<file path="src/power_sum_mod_assert.svh">
// Assertion macros shared by the power_sum_mod RTL.
// Pulled in by `include; depends on nothing else.
`ifndef POWER_SUM_MOD_ASSERT_SVH
`define POWER_SUM_MOD_ASSERT_SVH

// Same-cycle implication, reset-qualified.
`define PSM_ASSERT_SAME(label, clk, rst_n, ante, cons, msg) \
    label: assert property (@(posedge clk) disable iff (!rst_n) (ante) |-> (cons)) \
        else $error(msg);

// Next-cycle implication, reset-qualified.
`define PSM_ASSERT_NEXT(label, clk, rst_n, ante, cons, msg) \
    label: assert property (@(posedge clk) disable iff (!rst_n) (ante) |=> (cons)) \
        else $error(msg);

`endif

</file>
<file path="src/psm_pkg.sv">
// Shared types, constants and microcode ROM for power_sum_mod.
// No dependencies; used by psm_modmul and power_sum_mod.
package psm_pkg;

    localparam logic [23:0] PSM_MOD     = 24'd10000007;
    localparam logic [25:0] PSM_MOD_X1  = 26'd10000007;
    localparam logic [25:0] PSM_MOD_X2  = 26'd20000014;
    localparam logic [25:0] PSM_MOD_X4  = 26'd40000028;
    // Barrett constant floor(2^48 / M), fits in 25 bits
    localparam logic [63:0] PSM_MU_FULL = (64'd1 << 48) / 64'd10000007;
    localparam logic [24:0] PSM_MU      = PSM_MU_FULL[24:0];

    typedef logic [23:0] t_res;
    typedef logic [25:0] t_sum;
    typedef logic [4:0]  t_upc;

    typedef enum logic [1:0] {
        SEQ_NEXT,
        SEQ_WAIT,
        SEQ_LOOP,
        SEQ_JUMP
    } t_seq;

    typedef enum logic [2:0] {
        OPA_N,
        OPA_M,
        OPA_SQN,
        OPA_SQM,
        OPA_ACC0,
        OPA_ACC1,
        OPA_ACC2,
        OPA_ACC3
    } t_opa;

    typedef enum logic [1:0] {
        OPB_ONE,
        OPB_SQN,
        OPB_SQM
    } t_opb;

    typedef enum logic [2:0] {
        DST_NONE,
        DST_SQN,
        DST_SQM,
        DST_ACC0,
        DST_ACC1,
        DST_ACC2,
        DST_ACC3
    } t_dst;

    typedef enum logic [1:0] {
        COND_ALWAYS,
        COND_EK,
        COND_EM,
        COND_EN
    } t_cond;

    typedef enum logic [2:0] {
        POST_NONE,
        POST_LOAD,
        POST_SUM,
        POST_RED4,
        POST_RED2,
        POST_RED1
    } t_post;

    typedef struct packed {
        t_seq  seq;
        t_upc  target;
        t_opa  opa;
        t_opb  opb;
        t_dst  dst;
        t_cond cond;
        t_post post;
    } t_uword;

    // multiplier issue / writeback control
    typedef struct packed {
        logic valid;
        t_dst dst;
    } t_mm_ctl;

    // microcode addresses; unlisted addresses are pipeline-fill no-ops
    localparam t_upc UPC_IDLE   = 5'd0;
    localparam t_upc UPC_INIT_N = 5'd1;
    localparam t_upc UPC_INIT_M = 5'd2;
    localparam t_upc UPC_SQ_N   = 5'd7;
    localparam t_upc UPC_SQ_M   = 5'd8;
    localparam t_upc UPC_MUL0   = 5'd9;
    localparam t_upc UPC_MUL1   = 5'd10;
    localparam t_upc UPC_MUL2   = 5'd11;
    localparam t_upc UPC_MUL3   = 5'd12;
    localparam t_upc UPC_SUM    = 5'd18;
    localparam t_upc UPC_RED4   = 5'd19;
    localparam t_upc UPC_RED2   = 5'd20;
    localparam t_upc UPC_RED1   = 5'd21;

    function automatic t_uword psm_ucode(input t_upc pc);
        t_uword w;
        w = '{seq: SEQ_NEXT, target: UPC_IDLE, opa: OPA_N, opb: OPB_ONE,
              dst: DST_NONE, cond: COND_ALWAYS, post: POST_NONE};
        unique case (pc)
            UPC_IDLE: begin
                w.seq  = SEQ_WAIT;
                w.post = POST_LOAD;
            end
            UPC_INIT_N: begin
                w.opa = OPA_N;
                w.dst = DST_SQN;
            end
            UPC_INIT_M: begin
                w.opa = OPA_M;
                w.dst = DST_SQM;
            end
            UPC_SQ_N: begin
                w.opa = OPA_SQN;
                w.opb = OPB_SQN;
                w.dst = DST_SQN;
            end
            UPC_SQ_M: begin
                w.opa = OPA_SQM;
                w.opb = OPB_SQM;
                w.dst = DST_SQM;
            end
            UPC_MUL0: begin
                w.opa  = OPA_ACC0;
                w.opb  = OPB_SQN;
                w.dst  = DST_ACC0;
                w.cond = COND_EK;
            end
            UPC_MUL1: begin
                w.opa  = OPA_ACC1;
                w.opb  = OPB_SQM;
                w.dst  = DST_ACC1;
                w.cond = COND_EK;
            end
            UPC_MUL2: begin
                w.opa  = OPA_ACC2;
                w.opb  = OPB_SQM;
                w.dst  = DST_ACC2;
                w.cond = COND_EM;
            end
            UPC_MUL3: begin
                w.opa    = OPA_ACC3;
                w.opb    = OPB_SQN;
                w.dst    = DST_ACC3;
                w.cond   = COND_EN;
                w.seq    = SEQ_LOOP;
                w.target = UPC_SQ_N;
            end
            UPC_SUM:  w.post = POST_SUM;
            UPC_RED4: w.post = POST_RED4;
            UPC_RED2: w.post = POST_RED2;
            UPC_RED1: begin
                w.post   = POST_RED1;
                w.seq    = SEQ_JUMP;
                w.target = UPC_IDLE;
            end
            default: w.seq = SEQ_NEXT;
        endcase
        return w;
    endfunction

endpackage

</file>
<file path="src/power_sum_mod.sv">
// Top level of power_sum_mod: microcoded sequencer, register file and sum.
// Depends on psm_pkg, psm_modmul and power_sum_mod_assert.svh.
//
// Computes (n^k + 2*(n-1)^k + 2*(n-1)^(n-1) + n^n) mod 10000007.
// Command channel: a transaction is taken at a clock edge where start is
// high and busy is low; i_base_n and i_exponent_k are sampled at that edge.
// Result channel: o_sum_mod is valid for exactly one cycle, flagged by
// o_strobe; the receiver cannot stall, so it must take it in that cycle.
// busy drops in the strobe cycle, so a new command may be accepted at
// the edge that ends it.
// The step sequence is set by the single shared modular multiplier:
// each exponent bit issues two squarings and four conditional
// multiplies, one per cycle, and the multiplier pipeline closes the loop
// exactly on the squared bases. Further steps fill and drain the
// multiplier and fold the final sum.
// Reset (synchronous, active low) returns the sequencer to idle and drops
// the strobe; no state is kept between transactions.
module power_sum_mod #(
    parameter int EXP_BITS = 32
) (
    input  logic          i_clk,
    input  logic          i_rst_n,
    input  logic          start,
    output logic          busy,
    input  logic [31:0]   i_base_n,
    input  logic [31:0]   i_exponent_k,
    output psm_pkg::t_res o_sum_mod,
    output logic          o_strobe
);
    import psm_pkg::*;

    `include "power_sum_mod_assert.svh"

    localparam int              BIT_W    = (EXP_BITS > 1) ? $clog2(EXP_BITS) : 1;
    localparam logic [BIT_W-1:0] LAST_BIT = BIT_W'(EXP_BITS - 1);

    // sequencer
    t_upc             r_pc, n_pc;
    logic [BIT_W-1:0] r_bit, n_bit;
    t_uword           u;
    logic             accept;
    logic             last_bit;

    // register file: bases, exponent shifters, squares, accumulators
    logic [31:0] r_n, r_m;
    logic [31:0] r_ek, r_em, r_en;
    t_res        r_sqn, r_sqm;
    t_res        r_acc [4];
    t_sum        r_sum;
    t_res        r_out;
    logic        r_strobe;

    // multiplier hookup
    logic [31:0] opa;
    t_res        opb;
    logic        cond_ok;
    t_mm_ctl     iss_ctl;
    t_mm_ctl     wb_ctl;
    t_res        wb_res;

    // final fold
    t_sum red_thr;
    t_sum red_val;
    t_sum sum_all;

    assign u        = psm_ucode(r_pc);
    assign busy     = (r_pc != UPC_IDLE);
    assign accept   = start && !busy;
    assign last_bit = (r_bit == LAST_BIT);

    // next step
    always_comb begin
        n_pc  = r_pc;
        n_bit = r_bit;
        unique case (u.seq)
            SEQ_WAIT: begin
                if (accept) begin
                    n_pc  = r_pc + t_upc'(1);
                    n_bit = '0;
                end
            end
            SEQ_NEXT: n_pc = r_pc + t_upc'(1);
            SEQ_LOOP: begin
                if (last_bit) begin
                    n_pc  = r_pc + t_upc'(1);
                    n_bit = '0;
                end else begin
                    n_pc  = u.target;
                    n_bit = r_bit + BIT_W'(1);
                end
            end
            SEQ_JUMP: n_pc = u.target;
        endcase
    end

    // operand and condition selection from the control word
    always_comb begin
        unique case (u.opa)
            OPA_N:    opa = r_n;
            OPA_M:    opa = r_m;
            OPA_SQN:  opa = 32'(r_sqn);
            OPA_SQM:  opa = 32'(r_sqm);
            OPA_ACC0: opa = 32'(r_acc[0]);
            OPA_ACC1: opa = 32'(r_acc[1]);
            OPA_ACC2: opa = 32'(r_acc[2]);
            OPA_ACC3: opa = 32'(r_acc[3]);
        endcase
    end

    always_comb begin
        case (u.opb)
            OPB_SQN: opb = r_sqn;
            OPB_SQM: opb = r_sqm;
            default: opb = t_res'(1);
        endcase
    end

    always_comb begin
        unique case (u.cond)
            COND_ALWAYS: cond_ok = 1'b1;
            COND_EK:     cond_ok = r_ek[0];
            COND_EM:     cond_ok = r_em[0];
            COND_EN:     cond_ok = r_en[0];
        endcase
    end

    // a clear exponent bit simply never issues the multiply
    assign iss_ctl.valid = (u.dst != DST_NONE) && cond_ok;
    assign iss_ctl.dst   = u.dst;

    psm_modmul u_modmul (
        .i_clk   (i_clk),
        .i_rst_n (i_rst_n),
        .i_ctl   (iss_ctl),
        .i_opa   (opa),
        .i_opb   (opb),
        .o_ctl   (wb_ctl),
        .o_res   (wb_res)
    );

    // sum < 6M; fold with 4M, 2M, M in three steps
    assign sum_all = t_sum'(r_acc[0]) + t_sum'(r_acc[3])
                   + ((t_sum'(r_acc[1]) + t_sum'(r_acc[2])) << 1);

    always_comb begin
        unique case (u.post)
            POST_RED4: red_thr = PSM_MOD_X4;
            POST_RED2: red_thr = PSM_MOD_X2;
            default:   red_thr = PSM_MOD_X1;
        endcase
        red_val = (r_sum >= red_thr) ? (r_sum - red_thr) : r_sum;
    end

    // control registers
    always_ff @(posedge i_clk) begin
        if (!i_rst_n) begin
            r_pc     <= UPC_IDLE;
            r_bit    <= '0;
            r_strobe <= 1'b0;
        end else begin
            r_pc     <= n_pc;
            r_bit    <= n_bit;
            r_strobe <= (u.post == POST_RED1);
        end
    end

    // datapath registers
    always_ff @(posedge i_clk) begin
        if ((u.post == POST_LOAD) && accept) begin
            r_n  <= i_base_n;
            r_m  <= i_base_n - 32'd1;
            r_ek <= i_exponent_k;
            r_em <= i_base_n - 32'd1;
            r_en <= i_base_n;
            for (int i = 0; i < 4; i++) begin
                r_acc[i] <= t_res'(1);
            end
        end
        if (u.seq == SEQ_LOOP) begin
            r_ek <= r_ek >> 1;
            r_em <= r_em >> 1;
            r_en <= r_en >> 1;
        end
        if (wb_ctl.valid) begin
            case (wb_ctl.dst)
                DST_SQN:  r_sqn    <= wb_res;
                DST_SQM:  r_sqm    <= wb_res;
                DST_ACC0: r_acc[0] <= wb_res;
                DST_ACC1: r_acc[1] <= wb_res;
                DST_ACC2: r_acc[2] <= wb_res;
                DST_ACC3: r_acc[3] <= wb_res;
                default: ;
            endcase
        end
        unique case (u.post)
            POST_SUM:  r_sum <= sum_all;
            POST_RED4: r_sum <= red_val;
            POST_RED2: r_sum <= red_val;
            POST_RED1: r_out <= red_val[23:0];
            default: ;
        endcase
    end

    assign o_sum_mod = r_out;
    assign o_strobe  = r_strobe;

    `PSM_ASSERT_SAME(a_strobe_src, i_clk, i_rst_n, o_strobe, $past(r_pc) == UPC_RED1, "strobe without final fold step")
    `PSM_ASSERT_SAME(a_result_range, i_clk, i_rst_n, o_strobe, o_sum_mod < PSM_MOD, "result not reduced")
    `PSM_ASSERT_SAME(a_wb_in_flight, i_clk, i_rst_n, wb_ctl.valid, busy, "multiplier writeback while idle")
    `PSM_ASSERT_NEXT(a_accept_busy, i_clk, i_rst_n, start && !busy, busy, "accepted transaction did not raise busy")

endmodule

</file>
<file path="src/psm_modmul.sv">
// Pipelined modular multiplier: (a * b) mod 10000007 by Barrett reduction.
// Five register stages, correction on the output. Depends on psm_pkg.
module psm_modmul (
    input  logic              i_clk,
    input  logic              i_rst_n,
    input  psm_pkg::t_mm_ctl  i_ctl,
    input  logic [31:0]       i_opa,
    input  psm_pkg::t_res     i_opb,
    output psm_pkg::t_mm_ctl  o_ctl,
    output psm_pkg::t_res     o_res
);
    import psm_pkg::*;

    localparam int STAGES = 5;

    t_mm_ctl     r_ctl [STAGES];
    logic [31:0] r_a;
    t_res        r_b;
    logic [47:0] r_p;
    t_res        r_q;
    t_sum        r_pl3;
    t_sum        r_pl4;
    t_sum        r_t;
    t_sum        r_r;

    logic [55:0] ab_full;
    logic [48:0] q_full;
    logic [47:0] t_full;
    t_sum        fix_res;

    assign ab_full = r_a * r_b;
    // P < 2^47, so P >> 23 fits 24 bits
    assign q_full  = r_p[46:23] * PSM_MU;
    assign t_full  = r_q * PSM_MOD;

    always_ff @(posedge i_clk) begin
        if (!i_rst_n) begin
            for (int i = 0; i < STAGES; i++) begin
                r_ctl[i] <= '{valid: 1'b0, dst: DST_NONE};
            end
        end else begin
            r_ctl[0] <= i_ctl;
            for (int i = 1; i < STAGES; i++) begin
                r_ctl[i] <= r_ctl[i-1];
            end
        end
    end

    always_ff @(posedge i_clk) begin
        r_a   <= i_opa;
        r_b   <= i_opb;
        r_p   <= ab_full[47:0];
        r_q   <= q_full[48:25];
        r_pl3 <= r_p[25:0];
        r_t   <= t_full[25:0];
        r_pl4 <= r_pl3;
        // true remainder estimate is below 3M, exact mod 2^26
        r_r   <= r_pl4 - r_t;
    end

    always_comb begin
        priority if (r_r >= PSM_MOD_X2) begin
            fix_res = r_r - PSM_MOD_X2;
        end else if (r_r >= PSM_MOD_X1) begin
            fix_res = r_r - PSM_MOD_X1;
        end else begin
            fix_res = r_r;
        end
    end

    assign o_res = fix_res[23:0];
    assign o_ctl = r_ctl[STAGES-1];

endmodule

</file>
<file path="config.mk">
export PLATFORM = sky130hd
export DESIGN_NAME = power_sum_mod
export DESIGN_NICKNAME = d
export VERILOG_FILES = /design/src/psm_pkg.sv /design/src/power_sum_mod.sv /design/src/psm_modmul.sv
export VERILOG_INCLUDE_DIRS = /design/src /design/src/src
export SDC_FILE = /design/constraint.sdc
export NUM_CORES = 2
export LEC_CHECK = 0
export ABC_AREA = 1
export BUFFER_PORTS_ARGS = -buffer_cell sky130_fd_sc_hd__buf_2
export CAP_MARGIN = 10
export CORE_UTILIZATION = 45
export DETAILED_ROUTE_END_ITERATION = 6
export PLACE_DENSITY = 0.71
export SKIP_CTS_REPAIR_TIMING = 1
export SLEW_MARGIN = 10
export SYNTH_ARGS = -nofsm -noshare
export SYNTH_HDL_FRONTEND = slang
export SYNTH_SLANG_ARGS = --single-unit
</file>
<file path="constraint.sdc">
create_clock -name i_clk -period 18.05 [get_ports i_clk]
set_input_delay 1.805 -clock i_clk [delete_from_list [all_inputs] [get_ports i_clk]]
set_output_delay 1.805 -clock i_clk [all_outputs]
set_load 0.005 [all_outputs]
</file>
# Word-level counts from Yosys, hierarchy flattened
# Memory sizes are Yosys's and may differ from the RTL's.
# Cells that the tools add are included.
word_totals:
  ramBits: 116
  memories: 2
  inputBits: 67
  reg_bits: 500
  output_inout_bits: 26
  wordCells: 167
classes:
  n_mux: 52
  n_addsub: 10
  multipliers: 3
  reduce_logical: 23
  bitwise_logic: 9
  n_eq_ne: 41
  magnitude_cmp: 3
memory_table:
  columns: ["memory", "words", "word_bits", "rd", "rd_clocked_by_memory_dff", "write_ports", "line", "text"]
  rows:
  - ["r_acc", 4, 24, 4, 0, 4, "power_sum_mod.sv:48", "t_res r_acc [4];"]
  - ["u_modmul.r_ctl", 5, 4, 5, 0, 5, "psm_modmul.sv:16", "t_mm_ctl r_ctl [STAGES];"]
ops:
  columns: ["cell", "n"]
  rows:
  - ["$pmux W32 S8", 1]
  - ["$mux W31", 6]
  - ["$mux W24", 6]
  - ["$pmux W26 S2", 2]
  - ["$sub A26 B26 Y26", 2]
  - ["$add A24 B24 Y25", 2]
  - ["$mul A24 B25 Y49 const B", 1]
  - ["$pmux W24 S2", 1]
  - ["$mul A32 B24 Y47", 1]
  - ["$sub A32 B1 Y32 const B", 1]
  - ["$eq A3 B3 Y1 const B", 9]
  - ["$add A25 B26 Y26", 1]
  - ["$ge A26 B24 Y1 const B", 1]
  - ["$ge A26 B25 Y1 const B", 1]
  - ["$ge A26 B26 Y1", 1]
  - ["$mul A24 B24 Y26 const B", 1]
  - ["$mux W26", 1]
  - ["$eq A5 B4 Y1 const B", 5]
  - ["$eq A5 B5 Y1 const B", 5]
  - ["$sub A24 B22 Y24 const B", 1]
  - ["$sub A24 B24 Y24 const B", 1]
  - ["$pmux W3 S7", 1]
  - ["$mux W4", 5]
  - ["$mux W5", 4]
  - ["other kinds (31)", 81]

# Longest topological paths before layout
depth:
  depth_word: 7
  mapped_depth: 29
  depth_no_buf: 28

# Modules after synthesis
# From an unflattened synthesis, not the netlist that was laid out.
unflattened:
  cells_unflattened: 9029
  area_unflattened_um2: 72703.5
by_module_without_submodules:
  columns: ["module", "area_each_um2", "seq_area_each_um2", "instances", "cells_per_inst"]
  rows:
  - ["psm_modmul", 50158.1, 5024.8, 1, 6352]
  - ["power_sum_mod", 22545.4, 10820.4, 1, 2677]

# Worst setup path after synthesis
# OpenSTA, ideal clock, no wires.
synth_path:
  path_kind: "input to register"
  startpoint: "input start"
  endpoint: "register r_bit[3]"
  t_arrival_ps: 7846
  stages: 7
  t_required_ps: 17930
  path_buffers: 0
  setup_ps: 120
  slack_ps: 10084
  path_cell_list: "inv_1 > nor2_1 > inv_1 > nand2_1 > inv_1 > nand2_1 > a21oi_1"
synth_between:
  elab_chain_cells: 3
synth_rtl:
  columns: ["element", "line", "text"]
  rows:
  - ["start, declared", "power_sum_mod.sv:23", "input logic start,"]
  - ["$logic_and A1 B1 Y1", "power_sum_mod.sv:68", "assign accept = start && !busy;"]
  - ["$ne A2 B2 Y1 (no line)", null, null]
  - ["$reduce_and A2 Y1 (no line)", null, null]
  - ["end signal, assigned", "power_sum_mod.sv:162", "r_bit <= n_bit;"]
  - ["end, declared", "power_sum_mod.sv:39", "logic [BIT_W-1:0] r_bit, n_bit;"]
# Every way passes these cells.
# A chain may end at the register's enable or synchronous reset.

# Worst setup path after layout
layout_path:
  startpoint: "register u_modmul.r_a[20]"
  endpoint: "register u_modmul.r_p[37]"
layout_between:
  elab_chain_cells: 1
layout_rtl:
  columns: ["element", "line", "text"]
  rows:
  - ["start, declared", "psm_modmul.sv:17", "logic [31:0] r_a;"]
  - ["start signal, assigned", "psm_modmul.sv:50", "r_a <= i_opa;"]
  - ["$mul A32 B24 Y47", "psm_modmul.sv:31", "assign ab_full = r_a * r_b;"]
  - ["named net u_modmul.ab_full[37]", "psm_modmul.sv:26", "logic [55:0] ab_full;"]
  - ["end signal, assigned", "psm_modmul.sv:52", "r_p <= ab_full[47:0];"]
  - ["end, declared", "psm_modmul.sv:19", "logic [47:0] r_p;"]
# The timed path passes the listed nets, and every way through them passes these cells.

==> run metrics <==
status=completed; clk_skew=0.0537 ns; initial antenna violation count=11; Setup crit end kind=register; number of synthesized flops with an enable pin=around 350; clock period minus final worst setup slack=between 7 and 8 ns; die width=around 400 um; IO Pins=just over 90; CP max-delay cell=dfxtp_1; clock slew at reported path FFs=approximately 0.070 ns; Inserted Clock Buffers=71; Initial Util=a little under half; GRT Resource Usage Total=~27%; ys flop type=edfxtp_1; DR WL/cell=19.6 um; Arr. time, crit path=between 7 and 8 ns; Nets=between 10000 and 15000; RSZ-0062 raised after global routing=no; Top delay family on crit path=adder cells; Post-Syn Nets=10303; largest net degree at the start of global routing=62; CTS tree=done; CORE AREA=between 150000 and 200000 um^2; crit-path max FO=24; DIE AREA=roughly 160000 um^2; root buf cell=clkbuf_16; Cell Chain, Critical Path=nand2_1 -> fa_1 -> inv_1 -> fa_1 -> inv_1 -> fa_1 -> fa_1 -> inv_1 -> fa_1 -> fa_1 -> inv_1 -> fa_1 -> inv_1 -> ha_1 -> nand2_1 -> nor2_1 -> nand2_1 -> nor4_1 -> nand2_1 -> nand2_1 -> nand3_1 -> nand3_1 -> nand2_1; max-cap violations=0; number of global-route vias before repair=58289; # H-tree levels=3; number of distinct library cells after synthesis=between 50 and 60; fmax=around 140 MHz; worst endpoint required time=18.60 ns; Fillers=about 15000; Syn Area/Cell=between 8 and 9 um^2; port bufs=slightly above 90; layout cells sized above 1=approximately 4.5%; min-delay worst type=reg -> reg; gpl congestion=0.995; Area Overhead vs Synth=7.25%; most instantiated cells after synthesis=inv_1, nand2_1, fa_1; share of the clock period used by the worst path=between 30% and 40%; # rows=about 150; crit start category=register; DIE HEIGHT=399 um; DPL Wire Length=~170 mm; post-layout util=48.7%; Vias=around 57000; FFs w/ async S/R, synth=0%; Sink Count=616; vias per cell=5.27; first-pass GRT wire length=332 mm; # DRC=0; most numerous cell in the Yosys netlist=inv_1; remaining global-route overflow=0; Final Hold Viols=0; Yosys Warn Count=0; sequential-to-total area share from yosys stat=roughly 22%; First-pass DRT Iterations=6; actual slew at the worst max-slew pin=between 1 and 1.5 ns; WS Path Type=reg -> reg; Max Slew Vio Count=0; initial DRC count=between 5000 and 6000; Final setup viols=0; Synth area leaders=fa_1, edfxtp_1, inv_1, nand2_1, ha_1; Mapped Area=just over 70000 um^2; CP most frequent cell=fa_1; Worst-Skew Late Latency=slightly above 0.7 ns; Routed Antenna Nets=0; largest buffer count on any clock path=3; TNS Setup=0 ns; slowest stage delay, CP=~1.1 ns; Gate Count Post-Synth=between 8000 and 9000; DRT Wirelength=between 200 and 250 mm; Synth Register Bits=approximately 620; share of the synthesized area in the top cell type=27.9%; cell type with the largest total area after synthesis=fa_1; Slew Limit Headroom=a little under a fifth; critical path buffer and inverter count=5
[worst paths after layout]
path / from / end / slack, ns / cells after the start
worst max-delay path: u_modmul.r_a[20]$_DFF_P_ / u_modmul.r_p[37]$_DFF_P_ / 10.92 / 23
worst min-delay path: u_modmul.r_p[3]$_DFF_P_ / u_modmul.r_pl3[3]$_DFF_P_ / 0.32 / 0
worst max register to register: u_modmul.r_a[20]$_DFF_P_ / u_modmul.r_p[37]$_DFF_P_ / 10.92 / 23
worst min register to register: u_modmul.r_p[3]$_DFF_P_ / u_modmul.r_pl3[3]$_DFF_P_ / 0.32 / 0
[per-layer routing]
layer / routed length (um) / GRT usage [%] / part of all wire, % / vias to the layer above
met3: 18800 / 4.95 / 8.9 / 410
met5: 14 / 0.0303 / 0.0066 / -
met2: 92600 / 41.9 / 44 / 2270
met1: 92800 / 38.3 / 44 / 27918
li1: - / - / - / 26138
met4: 6940 / 8.38 / 3.3 / 4
[cells in the final DEF, fill, tap and decap left out, drive strengths merged, types with 23 or more instances in the layout]
cell type	count
o21bai	34
nand3	324
inv	2133
fa	991
and2	25
dfxtp	265
o21ai	251
nand2	2083
xnor2	76
buf	158
nor3	64
clkinv	25
clkbuf	83
xor2	134
nor2	502
nand4	75
edfxtp	351
a21oi	353
ha	610
o22ai	23
[final cells by class]
type                       instances  area [um^2]  share of cell area [%]
antenna                            3         7.51                 0.00986
inverter                        2125         7980                    10.5
sequential                       616        15800                    20.8
multi-input combinational       5668        46200                    60.7
timing repair buffer             158          956                    1.26
clock buffer                      83         1880                    2.47
clock inverter                    49          687                   0.902
tap                             2058         2570                    3.38
[state kept, by name, summed over array words and instances, names as in the netlist]
name / cells
o_sum_mod: 24
u_modmul.r_a: 32
r_sqn: 24
r_em: 32
r_pc: 5
r_acc: 96
u_modmul.r_t: 26
r_sum: 26
u_modmul.r_ctl: 20
r_m: 32
u_modmul.r_pl3: 26
u_modmul.r_p: 47
r_en: 32
r_ek: 32
u_modmul.r_r: 26
u_modmul.r_q: 24
r_sqm: 24
r_bit: 5
u_modmul.r_b: 24
r_n: 32
u_modmul.r_pl4: 26
o_strobe: 1
[stage by stage]
stage	instance area (um^2)	setup slack (ns)	cells	hold slack, ns
after floorplan	71000	10.08	8635	0.310
after global placement	73600	11.14	10625	0.310
after detailed placement	73600	11.11	10625	0.312
after CTS	76200	11.06	10757	0.316
after global routing	76200	10.54	10760	0.321
final	76200	10.92	10760	0.320
[logic make-up after synthesis]
group | count (synthesis) | synth area share [%]
buf+inv | 2351 | 12.6
compound gates | 747 | 5.75
fa+ha+maj | 1601 | 38.7
flops | 616 | 22.3
xor+xnor | 210 | 2.59
simple gates | 3110 | 18.0
Power is left out: the tool's default activity adds up to more than one toggle a clock period on the data nets, which glitch-free logic cannot reach.
